`src/hw/rtl/bbfse_pkg.sv`:
```
package bbfse_pkg;

	// default widths of the top level parameters
	localparam int COORD_WIDTH_DEF = 32;
	localparam int INDEX_WIDTH_DEF = 32;
	localparam int BLOCK_WIDTH_DEF = 16;
	localparam int ROW_WIDTH_DEF   = 16;

	localparam int CMD_W      = 2;
	localparam int KIND_W     = 3;
	localparam int REG_IDX_W  = 3;
	localparam int NUM_SLOTS  = 3;
	localparam int LEVEL_W    = 2;

	typedef enum logic [CMD_W-1:0] {
		CMD_RECT   = 2'd0,
		CMD_REPORT = 2'd1,
		CMD_LOAD   = 2'd2
	} cmd_t;

	typedef enum logic [KIND_W-1:0] {
		KIND_INFO  = 3'd0,
		KIND_LEFT  = 3'd1,
		KIND_RIGHT = 3'd2,
		KIND_BOX_X = 3'd3,
		KIND_BOX_Y = 3'd4,
		KIND_BOX_Z = 3'd5
	} kind_t;

	// configuration register indexes
	localparam logic [REG_IDX_W-1:0] REG_FILTER_X_LOW  = 3'd0;
	localparam logic [REG_IDX_W-1:0] REG_FILTER_X_HIGH = 3'd1;
	localparam logic [REG_IDX_W-1:0] REG_FILTER_Y_LOW  = 3'd2;
	localparam logic [REG_IDX_W-1:0] REG_FILTER_Y_HIGH = 3'd3;
	localparam logic [REG_IDX_W-1:0] REG_FILTER_Z_LOW  = 3'd4;
	localparam logic [REG_IDX_W-1:0] REG_FILTER_Z_HIGH = 3'd5;
	localparam logic [REG_IDX_W-1:0] REG_EMIT_EDGES    = 3'd6;
	localparam logic [REG_IDX_W-1:0] REG_THREE_DIMS    = 3'd7;

	// result buffer load request
	typedef struct packed {
		logic               push;
		logic [LEVEL_W-1:0] count;
	} buf_load_t;

	// result buffer status
	typedef struct packed {
		logic free;
	} buf_stat_t;

endpackage

```
`src/hw/rtl/bbox_filter_sweep_edge_emitter_top.sv`:
```
// bounding box filter with plane-sweep edge output. each input item is a rectangle, a
// report command or an index load (s_axis_tuser). defined rectangles widen a running
// bounding box; with edge output on, a rectangle that overlaps the filter box gives three
// items (info, left edge, right edge) tagged with a running index. a report gives the box
// x, y and z ranges as three items and clears the box. items are taken into an input
// register and evaluated there combinationally; results wait in a three-entry output
// buffer so the next input item can be held meanwhile. an item without results leaves
// the input register at once; the results of an item leave one at a time on the single
// output port, and an item with results waits until the buffer is empty or its last
// word leaves. the first result is offered once the item has been loaded into the buffer.
module bbox_filter_sweep_edge_emitter_top #(
	parameter int COORD_WIDTH = bbfse_pkg::COORD_WIDTH_DEF,
	parameter int INDEX_WIDTH = bbfse_pkg::INDEX_WIDTH_DEF,
	parameter int BLOCK_WIDTH = bbfse_pkg::BLOCK_WIDTH_DEF,
	parameter int ROW_WIDTH   = bbfse_pkg::ROW_WIDTH_DEF,
	localparam int IN_BITS    = 1 + 6 * COORD_WIDTH + 1 + BLOCK_WIDTH + ROW_WIDTH
	                            + INDEX_WIDTH,
	localparam int IN_DATA_W  = ((IN_BITS + 7) / 8) * 8,
	localparam int OUT_BITS   = INDEX_WIDTH + 2 * COORD_WIDTH + 1 + BLOCK_WIDTH
	                            + ROW_WIDTH + 1,
	localparam int OUT_DATA_W = ((OUT_BITS + 7) / 8) * 8
) (
	input  logic                              clk,
	input  logic                              arst_n,
	// input items
	input  logic                              s_axis_tvalid,
	output logic                              s_axis_tready,
	// rect_defined, x_low, x_high, y_low, y_high, z_low, z_high, set_id,
	// block_number, row_number, start_index, zero fill
	input  logic [IN_DATA_W-1:0]              s_axis_tdata,
	// command
	input  logic [bbfse_pkg::CMD_W-1:0]       s_axis_tuser,
	// result items
	output logic                              m_axis_tvalid,
	input  logic                              m_axis_tready,
	// rect_index, low_value, high_value, out_set, out_block, out_row,
	// box_defined, zero fill
	output logic [OUT_DATA_W-1:0]             m_axis_tdata,
	// kind
	output logic [bbfse_pkg::KIND_W-1:0]      m_axis_tuser,
	output logic                              m_axis_tlast,
	// configuration writes
	input  logic                              cfg_we,
	input  logic [bbfse_pkg::REG_IDX_W-1:0]   cfg_index,
	input  logic [COORD_WIDTH-1:0]            cfg_data
);

	localparam int WORD_W = 1 + bbfse_pkg::KIND_W + OUT_DATA_W;
	localparam logic [COORD_WIDTH-1:0] MOST_NEG = {1'b1, {(COORD_WIDTH-1){1'b0}}};
	localparam logic [COORD_WIDTH-1:0] MOST_POS = {1'b0, {(COORD_WIDTH-1){1'b1}}};

	// ---------------------------------------------------------------- configuration
	logic signed [COORD_WIDTH-1:0] filt_xl_q, filt_xh_q, filt_yl_q, filt_yh_q;
	logic signed [COORD_WIDTH-1:0] filt_zl_q, filt_zh_q;
	logic                          emit_edges_q, three_dims_q;

	always_ff @(posedge clk or negedge arst_n) begin
		if (!arst_n) begin
			filt_xl_q    <= MOST_NEG;
			filt_xh_q    <= MOST_POS;
			filt_yl_q    <= MOST_NEG;
			filt_yh_q    <= MOST_POS;
			filt_zl_q    <= MOST_NEG;
			filt_zh_q    <= MOST_POS;
			emit_edges_q <= 1'b0;
			three_dims_q <= 1'b0;
		end else if (cfg_we) begin
			case (cfg_index)
				bbfse_pkg::REG_FILTER_X_LOW:  filt_xl_q    <= cfg_data;
				bbfse_pkg::REG_FILTER_X_HIGH: filt_xh_q    <= cfg_data;
				bbfse_pkg::REG_FILTER_Y_LOW:  filt_yl_q    <= cfg_data;
				bbfse_pkg::REG_FILTER_Y_HIGH: filt_yh_q    <= cfg_data;
				bbfse_pkg::REG_FILTER_Z_LOW:  filt_zl_q    <= cfg_data;
				bbfse_pkg::REG_FILTER_Z_HIGH: filt_zh_q    <= cfg_data;
				bbfse_pkg::REG_EMIT_EDGES:    emit_edges_q <= cfg_data[0];
				bbfse_pkg::REG_THREE_DIMS:    three_dims_q <= cfg_data[0];
				default: ;
			endcase
		end
	end

	// ---------------------------------------------------------------- input register
	logic                          valid_s1;
	logic [IN_DATA_W-1:0]          data_s1;
	logic [bbfse_pkg::CMD_W-1:0]   cmd_s1;
	logic                          adv_s1;
	logic                          in_fire;

	assign s_axis_tready = !valid_s1 || adv_s1;
	assign in_fire       = s_axis_tvalid && s_axis_tready;

	always_ff @(posedge clk or negedge arst_n) begin
		if (!arst_n) begin
			valid_s1 <= 1'b0;
		end else if (s_axis_tready) begin
			valid_s1 <= s_axis_tvalid;
		end
	end

	always_ff @(posedge clk) begin
		if (in_fire) begin
			data_s1 <= s_axis_tdata;
			cmd_s1  <= s_axis_tuser;
		end
	end

	// field unpacking, lowest bits first
	localparam int XL_LSB  = 1;
	localparam int XH_LSB  = XL_LSB + COORD_WIDTH;
	localparam int YL_LSB  = XH_LSB + COORD_WIDTH;
	localparam int YH_LSB  = YL_LSB + COORD_WIDTH;
	localparam int ZL_LSB  = YH_LSB + COORD_WIDTH;
	localparam int ZH_LSB  = ZL_LSB + COORD_WIDTH;
	localparam int SET_LSB = ZH_LSB + COORD_WIDTH;
	localparam int BLK_LSB = SET_LSB + 1;
	localparam int ROW_LSB = BLK_LSB + BLOCK_WIDTH;
	localparam int IDX_LSB = ROW_LSB + ROW_WIDTH;

	logic                          rect_def;
	logic signed [COORD_WIDTH-1:0] xl, xh, yl, yh, zl, zh;
	logic                          set_id;
	logic [BLOCK_WIDTH-1:0]        blk;
	logic [ROW_WIDTH-1:0]          row;
	logic [INDEX_WIDTH-1:0]        start_idx;

	assign rect_def  = data_s1[0];
	assign xl        = data_s1[XL_LSB +: COORD_WIDTH];
	assign xh        = data_s1[XH_LSB +: COORD_WIDTH];
	assign yl        = data_s1[YL_LSB +: COORD_WIDTH];
	assign yh        = data_s1[YH_LSB +: COORD_WIDTH];
	assign zl        = data_s1[ZL_LSB +: COORD_WIDTH];
	assign zh        = data_s1[ZH_LSB +: COORD_WIDTH];
	assign set_id    = data_s1[SET_LSB];
	assign blk       = data_s1[BLK_LSB +: BLOCK_WIDTH];
	assign row       = data_s1[ROW_LSB +: ROW_WIDTH];
	assign start_idx = data_s1[IDX_LSB +: INDEX_WIDTH];

	// ---------------------------------------------------------------- box state
	logic signed [COORD_WIDTH-1:0] box_xl_q, box_xh_q, box_yl_q, box_yh_q;
	logic signed [COORD_WIDTH-1:0] box_zl_q, box_zh_q;
	logic                          box_seen_q;
	logic [INDEX_WIDTH-1:0]        next_idx_q;

	logic signed [COORD_WIDTH-1:0] box_xl_d, box_xh_d, box_yl_d, box_yh_d;
	logic signed [COORD_WIDTH-1:0] box_zl_d, box_zh_d;
	logic                          box_seen_d;
	logic [INDEX_WIDTH-1:0]        next_idx_d;

	// ---------------------------------------------------------------- evaluation
	logic                                        outside;
	logic [bbfse_pkg::LEVEL_W-1:0]               n_res;
	logic [bbfse_pkg::NUM_SLOTS-1:0][WORD_W-1:0] res_words;
	logic signed [COORD_WIDTH-1:0]               rep_zl, rep_zh;

	// pack one result word: tlast, kind, then tdata fields from the lowest bit up
	function automatic logic [WORD_W-1:0] pack_word(
		input logic                         last,
		input bbfse_pkg::kind_t             kind,
		input logic [INDEX_WIDTH-1:0]       idx,
		input logic [COORD_WIDTH-1:0]       lo,
		input logic [COORD_WIDTH-1:0]       hi,
		input logic                         set,
		input logic [BLOCK_WIDTH-1:0]       b,
		input logic [ROW_WIDTH-1:0]         r,
		input logic                         def
	);
		logic [OUT_DATA_W-1:0] d;
		d = OUT_DATA_W'({def, r, b, set, hi, lo, idx});
		return {last, kind, d};
	endfunction

	// overlap test against the filter box, z only in 3-D mode
	always_comb begin
		outside = (xh < filt_xl_q) || (filt_xh_q < xl) ||
		          (yh < filt_yl_q) || (filt_yh_q < yl);
		if (three_dims_q) begin
			outside = outside || (zh < filt_zl_q) || (filt_zh_q < zl);
		end
	end

	// 2-D mode reports the full z span
	assign rep_zl = three_dims_q ? box_zl_q : MOST_NEG;
	assign rep_zh = three_dims_q ? box_zh_q : MOST_POS;

	always_comb begin
		box_xl_d   = box_xl_q;
		box_xh_d   = box_xh_q;
		box_yl_d   = box_yl_q;
		box_yh_d   = box_yh_q;
		box_zl_d   = box_zl_q;
		box_zh_d   = box_zh_q;
		box_seen_d = box_seen_q;
		next_idx_d = next_idx_q;
		n_res      = '0;
		res_words[0] = pack_word(1'b0, bbfse_pkg::KIND_INFO, next_idx_q, yl, yh,
		                         set_id, blk, row, 1'b0);
		res_words[1] = pack_word(1'b0, bbfse_pkg::KIND_LEFT, next_idx_q, xl, '0,
		                         1'b0, '0, '0, 1'b0);
		res_words[2] = pack_word(1'b1, bbfse_pkg::KIND_RIGHT, next_idx_q, xh, '0,
		                         1'b0, '0, '0, 1'b0);
		case (cmd_s1)
			bbfse_pkg::CMD_REPORT: begin
				n_res = bbfse_pkg::LEVEL_W'(3);
				res_words[0] = pack_word(1'b0, bbfse_pkg::KIND_BOX_X, '0, box_xl_q,
				                         box_xh_q, 1'b0, '0, '0, box_seen_q);
				res_words[1] = pack_word(1'b0, bbfse_pkg::KIND_BOX_Y, '0, box_yl_q,
				                         box_yh_q, 1'b0, '0, '0, box_seen_q);
				res_words[2] = pack_word(1'b1, bbfse_pkg::KIND_BOX_Z, '0, rep_zl,
				                         rep_zh, 1'b0, '0, '0, box_seen_q);
				// report clears the box, index is kept
				box_xl_d   = MOST_POS;
				box_xh_d   = MOST_NEG;
				box_yl_d   = MOST_POS;
				box_yh_d   = MOST_NEG;
				box_zl_d   = MOST_POS;
				box_zh_d   = MOST_NEG;
				box_seen_d = 1'b0;
			end
			bbfse_pkg::CMD_LOAD: begin
				next_idx_d = start_idx;
			end
			bbfse_pkg::CMD_RECT: begin
				if (rect_def) begin
					if (xl < box_xl_q) box_xl_d = xl;
					if (box_xh_q < xh) box_xh_d = xh;
					if (yl < box_yl_q) box_yl_d = yl;
					if (box_yh_q < yh) box_yh_d = yh;
					if (three_dims_q) begin
						if (zl < box_zl_q) box_zl_d = zl;
						if (box_zh_q < zh) box_zh_d = zh;
					end
					box_seen_d = 1'b1;
					if (emit_edges_q && !outside) begin
						n_res      = bbfse_pkg::LEVEL_W'(3);
						next_idx_d = next_idx_q + INDEX_WIDTH'(1);
					end
				end
			end
			default: ; // unused command, no effect
		endcase
	end

	// ---------------------------------------------------------------- output buffer
	bbfse_pkg::buf_load_t buf_load;
	bbfse_pkg::buf_stat_t buf_stat;
	logic [WORD_W-1:0]    out_word;

	// items without results pass at once; others wait for room in the buffer
	assign adv_s1        = valid_s1 && ((n_res == '0) || buf_stat.free);
	assign buf_load.push  = adv_s1 && (n_res != '0);
	assign buf_load.count = n_res;

	always_ff @(posedge clk or negedge arst_n) begin
		if (!arst_n) begin
			box_xl_q   <= MOST_POS;
			box_xh_q   <= MOST_NEG;
			box_yl_q   <= MOST_POS;
			box_yh_q   <= MOST_NEG;
			box_zl_q   <= MOST_POS;
			box_zh_q   <= MOST_NEG;
			box_seen_q <= 1'b0;
			next_idx_q <= '0;
		end else if (adv_s1) begin
			box_xl_q   <= box_xl_d;
			box_xh_q   <= box_xh_d;
			box_yl_q   <= box_yl_d;
			box_yh_q   <= box_yh_d;
			box_zl_q   <= box_zl_d;
			box_zh_q   <= box_zh_d;
			box_seen_q <= box_seen_d;
			next_idx_q <= next_idx_d;
		end
	end

	bbfse_out_buf #(
		.WORD_W (WORD_W)
	) u_out_buf (
		.clk    (clk),
		.arst_n (arst_n),
		.load   (buf_load),
		.words  (res_words),
		.stat   (buf_stat),
		.valid  (m_axis_tvalid),
		.ready  (m_axis_tready),
		.word   (out_word)
	);

	assign m_axis_tdata = out_word[OUT_DATA_W-1:0];
	assign m_axis_tuser = out_word[OUT_DATA_W +: bbfse_pkg::KIND_W];
	assign m_axis_tlast = out_word[WORD_W-1];

	// ---------------------------------------------------------------- assertions
	logic out_fire;
	assign out_fire = m_axis_tvalid && m_axis_tready;

	// the run of results only ends on a right edge or the z range of a report
	a_last_kind: assert property (@(posedge clk) disable iff (!arst_n)
		(m_axis_tvalid && m_axis_tlast) |->
		(m_axis_tuser == bbfse_pkg::KIND_RIGHT || m_axis_tuser == bbfse_pkg::KIND_BOX_Z))
		else $error("tlast on a result that does not end a run");

	// info is always followed by its left edge
	a_info_then_left: assert property (@(posedge clk) disable iff (!arst_n)
		(out_fire && m_axis_tuser == bbfse_pkg::KIND_INFO) |=>
		(m_axis_tvalid && m_axis_tuser == bbfse_pkg::KIND_LEFT))
		else $error("left edge does not follow rectangle info");

	// a report leaves the box empty
	a_report_clears: assert property (@(posedge clk) disable iff (!arst_n)
		(adv_s1 && cmd_s1 == bbfse_pkg::CMD_REPORT) |=> !box_seen_q)
		else $error("box not cleared after report");

	// results are only loaded when the buffer has room
	a_load_room: assert property (@(posedge clk) disable iff (!arst_n)
		buf_load.push |-> buf_stat.free)
		else $error("result buffer overrun");

endmodule

```
`src/hw/rtl/bbfse_out_buf.sv`:
```
module bbfse_out_buf #(
	parameter int WORD_W = 8
) (
	input  logic                                            clk,
	input  logic                                            arst_n,
	input  bbfse_pkg::buf_load_t                            load,
	input  logic [bbfse_pkg::NUM_SLOTS-1:0][WORD_W-1:0]     words,
	output bbfse_pkg::buf_stat_t                            stat,
	output logic                                            valid,
	input  logic                                            ready,
	output logic [WORD_W-1:0]                               word
);

	logic [bbfse_pkg::LEVEL_W-1:0]               level_q;
	logic [bbfse_pkg::NUM_SLOTS-1:0][WORD_W-1:0] words_q;
	logic                                        fire;

	assign valid = (level_q != '0);
	assign fire  = valid && ready;
	assign word  = words_q[0];

	// free when empty or the final pending word leaves this cycle
	assign stat.free   = (level_q == '0) || ((level_q == bbfse_pkg::LEVEL_W'(1)) && ready);

	always_ff @(posedge clk or negedge arst_n) begin
		if (!arst_n) begin
			level_q <= '0;
		end else if (load.push) begin
			level_q <= load.count;
		end else if (fire) begin
			level_q <= level_q - bbfse_pkg::LEVEL_W'(1);
		end
	end

	always_ff @(posedge clk) begin
		if (load.push) begin
			words_q <= words;
		end else if (fire) begin
			words_q[0] <= words_q[1];
			words_q[1] <= words_q[2];
		end
	end

endmodule
```
`config.mk`:
```
export PLATFORM = sky130hd
export DESIGN_NAME = bbox_filter_sweep_edge_emitter_top
export DESIGN_NICKNAME = d
export VERILOG_FILES = /design/src/hw/rtl/bbfse_pkg.sv /design/src/hw/rtl/bbox_filter_sweep_edge_emitter_top.sv /design/src/hw/rtl/bbfse_out_buf.sv
export SDC_FILE = /design/constraint.sdc
export NUM_CORES = 2
export LEC_CHECK = 0
export BUFFER_PORTS_ARGS = -buffer_cell sky130_fd_sc_hd__buf_2
export CORE_MARGIN = 1.5
export CORE_UTILIZATION = 47
export CTS_CLUSTER_SIZE = 25
export DETAILED_ROUTE_END_ITERATION = 10
export GPL_ROUTABILITY_DRIVEN = 1
export PLACE_DENSITY = 0.67
export SLEW_MARGIN = 20
export SYNTH_ARGS = -nofsm -noshare
export SYNTH_HDL_FRONTEND = slang
export SYNTH_SLANG_ARGS = --single-unit
export TNS_END_PERCENT = 30
```
`constraint.sdc`:
```
create_clock -name clk -period 19.92 [get_ports clk]
set_input_delay 3.984 -clock clk [delete_from_list [all_inputs] [get_ports clk]]
set_output_delay 3.984 -clock clk [all_outputs]
set_load 0.01 [all_outputs]
```
## After elaboration in Yosys (flattened, before gate mapping)

Index checks and enable logic that the tools add are counted.

- Add/subtract/negate cells: 2
- $mul: 0
- Divide/modulo/power cells: 0
- Magnitude comparators: 12
- Eq/ne operators: 19
- Shifts and indexed selects: 0
- Mux-type cells: 36
- Bitwise logic cells: 0
- Reduce and logical (&&, ||, !) cells: 42

Operators with widths:

| operator | count |
|---|---|
| $mux 32 | 18 |
| $mux 280 | 2 |
| $pmux 32 s2 | 7 |
| $mux 419 | 1 |
| $lt 32x32->1 | 12 |
| $add 32x1->32 const B | 1 |
| $reduce_and 4->1 | 5 |
| $ne 2x2->1 const B | 9 |
| $reduce_and 2->1 | 9 |
| $eq 3x3->1 const B | 4 |
| $reduce_and 5->1 | 2 |
| $reduce_bool 2->1 | 5 |
| $logic_or 1x1->1 | 8 |
| $mux 2 | 4 |
| $eq 3x2->1 const B | 2 |
| $logic_and 1x1->1 | 6 |
| $logic_not 2->1 | 3 |
| $eq 2x1->1 const B | 2 |
| $pmux 2 s2 | 1 |
| $eq 3x1->1 const B | 1 |
| $logic_not 3->1 | 1 |
| $reduce_and 3->1 | 1 |
| $eq 2x2->1 const B | 1 |
| $logic_not 1->1 | 2 |
| other kinds (3) | 4 |

- Flip-flop bits (word level): 1102
- Bits in latches: 0
- Bits in writable memories: 0
- Memory bits (read-only): 0
- Output and inout bits: 142
- Logic and storage cells: 137
- Memories kept: 0

## Longest topological paths before layout

- Depth after elaboration: 17
- Mapped depth: 15
- Depth with buffers taken out: 13

## Cells and area by module

Synthesis repeated with hierarchy kept, for this count alone.

- Cell total of the unflattened synthesis: 4179
- Area, all modules: 53984.3 µm²

By module, submodules not included:

| module | instances | cells each | area an instance (µm²) |
|---|---|---|---|
| bbox_filter_sweep_edge_emitter_top | 1 | 3289 | 35914.4 |
| bbfse_out_buf | 1 | 890 | 18069.8 |

## Least setup slack after synthesis

OpenSTA, ideal clock, no wires.

- Path type: input to register
- Start point: input m_axis_tready
- End point: register cmd_s1[0] (netlist bit) (enable)
- Data arrival time: 10596 ps
- Data required time: 19265 ps
- Path slack: 8669 ps
- Stages on the path: 5
- Buffers on the path: 0
- Cell sequence: a21oi_1 and4_1 a21o_1 nand2_1 and2_1

- Longest elaborated chain between the ends: 6

Ends and longest elaborated chain:

| item | RTL line | text |
|---|---|---|
| from (decl) | bbox_filter_sweep_edge_emitter_top.sv:35 | `input logic m_axis_tready,` |
| $logic_and 1x1->1 | bbfse_out_buf.sv:23 | `assign stat.free = (level_q == '0) \|\| ((level_q == bbfse_pkg::LEVEL_W'(1)) && ready);` |
| $logic_or 1x1->1 | bbfse_out_buf.sv:23 |  |
| $logic_or 1x1->1 | bbox_filter_sweep_edge_emitter_top.sv:249 | `assign adv_s1 = valid_s1 && ((n_res == '0) \|\| buf_stat.free);` |
| $logic_and 1x1->1 | bbox_filter_sweep_edge_emitter_top.sv:249 |  |
| $logic_or 1x1->1 | bbox_filter_sweep_edge_emitter_top.sv:89 | `assign s_axis_tready = !valid_s1 \|\| adv_s1;` |
| via s_axis_tready | bbox_filter_sweep_edge_emitter_top.sv:27 | `output logic s_axis_tready,` |
| $logic_and 1x1->1 | bbox_filter_sweep_edge_emitter_top.sv:90 | `assign in_fire = s_axis_tvalid && s_axis_tready;` |
| via in_fire | bbox_filter_sweep_edge_emitter_top.sv:87 | `logic in_fire;` |
| to (signal assigned) | bbox_filter_sweep_edge_emitter_top.sv:103 | `cmd_s1 <= s_axis_tuser;` |
| to (decl) | bbox_filter_sweep_edge_emitter_top.sv:85 | `logic [bbfse_pkg::CMD_W-1:0] cmd_s1;` |

The timed path passes the listed nets, and every way through them passes these cells.
A chain may end at the register's enable or synchronous reset.

## Worst setup path after layout

- Start point: input m_axis_tready
- End point: output s_axis_tready

- Longest elaborated chain between the ends: 5

Ends and longest elaborated chain:

| item | RTL line |
|---|---|
| $logic_and 1x1->1 | bbfse_out_buf.sv:23 |
| $logic_or 1x1->1 | bbfse_out_buf.sv:23 |
| $logic_or 1x1->1 | bbox_filter_sweep_edge_emitter_top.sv:249 |
| $logic_and 1x1->1 | bbox_filter_sweep_edge_emitter_top.sv:249 |
| $logic_or 1x1->1 | bbox_filter_sweep_edge_emitter_top.sv:89 |
| to (decl) | bbox_filter_sweep_edge_emitter_top.sv:27 |

No other way between the ends.

==> flow_summary.yaml <==
outcome:
  outcome: "finished clean"
worst_setup_path:
  startpoint: "m_axis_tready"
  slowest_stage: "a21o_1"
  rr_startpoint: "data_s1[192]"
  critical_path_class: "in2out"
  endpoint: "s_axis_tready"
  required_ns: 15.94
  worst_setup_path_end_kind: "output port"
  cp_max_fo: 7
  rr_worst_depth: 13
  cpPeakStageDelay_ns: 0.40
  critical-path-top-delay-family: "compound AO/OA/AOI/OAI gates"
  r2r-end: "data_s1[63]"
  arrival_ns: 5.56
  path_cells: "buf_2, a21oi_1, and4_1, a21o_1, nand2_1, buf_2"
  reg2reg_slack_ns: 13.34
  cp.depth: 6
  crit_buf_inv: 2
  cp-start-kind: "input port"
  cpMostUsedCell: "buf_2"
timing:
  hold_viol_final: 0
  max_freq_mhz: 105
  setup_viol: 0
  finalCritPeriodShare_pct: 47.9
  max_slew_margin_pct: 26.5
  fin_crit_ns: 9.54
  skew_ns: 0.0388
  report.final.slew_viol_count: 0
  setup_slack_ns: 10.38
  grt_setup_unrepaired: "no"
  worst_pin_slew_ns: 1.10
  tns_ns: 0
clocking:
  cts_tree: "done"
  cts-buffers-inserted: 108
  cts_setup_buffers: 0
  clk_pin_slew_ns: 0.06
  worstSkewPairLatency_ns: 0.69
  clock_path_buffers: 3
  cts-htree-levels: 3
  cts_sinks: 1016
  clk_root_buffer_cell: "clkbuf_16"
  ctsHoldBuffers: 0
  cts.repair.resized: 0
global_routing:
  grt_pass1_vias: 31500
  antenna_found_initial: 18
  grt_max_degree: 143
  grt_usage_pct: 23.5
  grt-ovfl-total: 0
  grt_pass1_wl_um: 192000
drt:
  drt-initial-drc-count: 2631
  ant_nets: 0
  viasPerCell: 5.58
  avgRoutedWirePerCell_um: 21.9
  drcViolationCount: 0
  vias: 31900
  drt-total-wl_um: 125000
  firstDrtPassIters: 5
power:
  ir_drop_mv: 0.0760
  power_density_mw_per_mm2: 121
  leakagePower_nw: 24.0
synthesis:
  synth_edf_count: 594
  synthCells: 3949
  avgSynthCellArea_um2: 12.4
  yosys_warnings: 0
  yosys_register_bits: 1016
  synth_ff_type: "edfxtp_1"
  seq_area_frac_synth_pct: 58.6
  ys_types: 76
  async_flop_share_pct: 41.5
  syn-cell-area_mm2: 0.0489
floorplanning:
  io_pins: 448
  start_util_pct: 47.3
  chipHeight_um: 326
  design.die.area_mm2: 0.106
  core_area_mm2: 0.103
  die_w_um: 326
  rows: 118
job:
  maxCapViolations: 0
layout:
  largest_reg_flops: 258
  area_delta_synth_final_pct: 12.9
  final_common_cell: "edfxtp_1"
  drive_above_1_share_pct: 22.9
  final_cell_mix: "edfxtp_1, buf_2, inv_1, ha_1, dfrtp_1"
  nNetsFinal: 4905
  regMostFlops: "data_s1"
placement:
  dp_hpwl_um: 89400
  dp_slack_ns: 10.39
  routabilityCongestion: 0.884
  io_buffers: 435
hold_path:
  hold_depth: 2
  hold_class: "reg2reg"
-- per-layer routing --
metal,GRT usage (%),up-vias,part of all wire (%)
met5,0,-,0
met4,8.04,0,3.0
met3,3.81,183,5.8
met2,36.1,924,45
met1,33.9,15800,46
li1,-,14900,-
-- where the power goes --
part           internal, W  switching (W)  total (W)
logic             0.000617       0.000833    0.00145
clock network      0.00125       0.000843    0.00209
registers          0.00284       0.000297    0.00314
total              0.00471        0.00197    0.00668
-- per-stage QoR --
| stage | power, W | std cells | utilization, % | instance area, µm² | hold WS, ns |
|---|---|---|---|---|---|
| 2_1_floorplan | 0.00422 | 3954 | - | 48900 | 0.452 |
| 3_3_place_gp | 0.00457 | 5493 | 49.8 | 51400 | 0.463 |
| 3_5_place_dp | 0.00463 | 5493 | 49.8 | 51400 | 0.466 |
| 4_1_cts | 0.00673 | 5699 | 53.4 | 55200 | 0.475 |
| 5_1_grt | 0.00704 | 5709 | 53.4 | 55200 | 0.498 |
| 6_report | 0.00668 | 5712 | 53.4 | 55200 | 0.476 |
-- synthesized netlist by cell type (71+ instances only) --
library cell / instances / area (µm²)
a21o_1: 76 / 571
and2_1: 71 / 444
ha_1: 375 / 4690
a22o_1: 177 / 1550
nand2_1: 167 / 627
mux2_2: 110 / 1240
inv_1: 431 / 1620
dfstp_2: 192 / 5040
a22oi_1: 97 / 728
clkbuf_1: 121 / 454
nor2_1: 123 / 462
o2bb2ai_1: 99 / 867
nand3_1: 72 / 360
a21oi_1: 177 / 886
dfrtp_1: 230 / 5760
buf_4: 142 / 1070
o21ai_0: 207 / 1040
edfxtp_1: 594 / 17800
-- area by class of cell --
type	count	area, µm²
tap	1380	1730
clock inverter	44	569
clock buffer	162	3150
antenna	12	30.0
fill	8775	48100
inverter	432	1630
sequential	1016	28600
timing repair buffer	479	2550
multi-input combinational	2187	16900
-- tightest hold or removal path: stages, from the launching register on --
cell	delay [ns]
dfstp_2	0.38
inv_1	0.04
mux2i_1	0.05
-- how the worst min path moves through the flow --
stage	start	endpoint	slack, ns
6_report	box_zl_q[0]	box_zl_q[0]	0.48
5_1_grt	box_zl_q[0]	box_zl_q[0]	0.50
4_1_cts	box_zl_q[0]	box_zl_q[0]	0.48
3_5_place_dp	box_zl_q[0]	box_zl_q[0]	0.47
3_3_place_gp	box_zl_q[0]	box_zl_q[0]	0.46
2_1_floorplan	box_yl_q[0]	box_yl_q[0]	0.45
-- kinds of logic (layout without fill, tap and decap cells) --
logic type                 after synthesis  count (layout)  share of synthesized area, %
AOI/OAI and AO/OA                     1002            1002                          14.3
xor gates and xnor gates                 1               1                        0.0179
adders and majority gates              375             375                          9.60
buffers and inverters                  751            1117                          7.08
DFF                                   1016            1016                          58.6
muxes                                  180             180                          3.98
other                                    1              18                       0.00767
and+or+nand+nor                        623             623                          6.41
(Power assumes the default switching activity.)
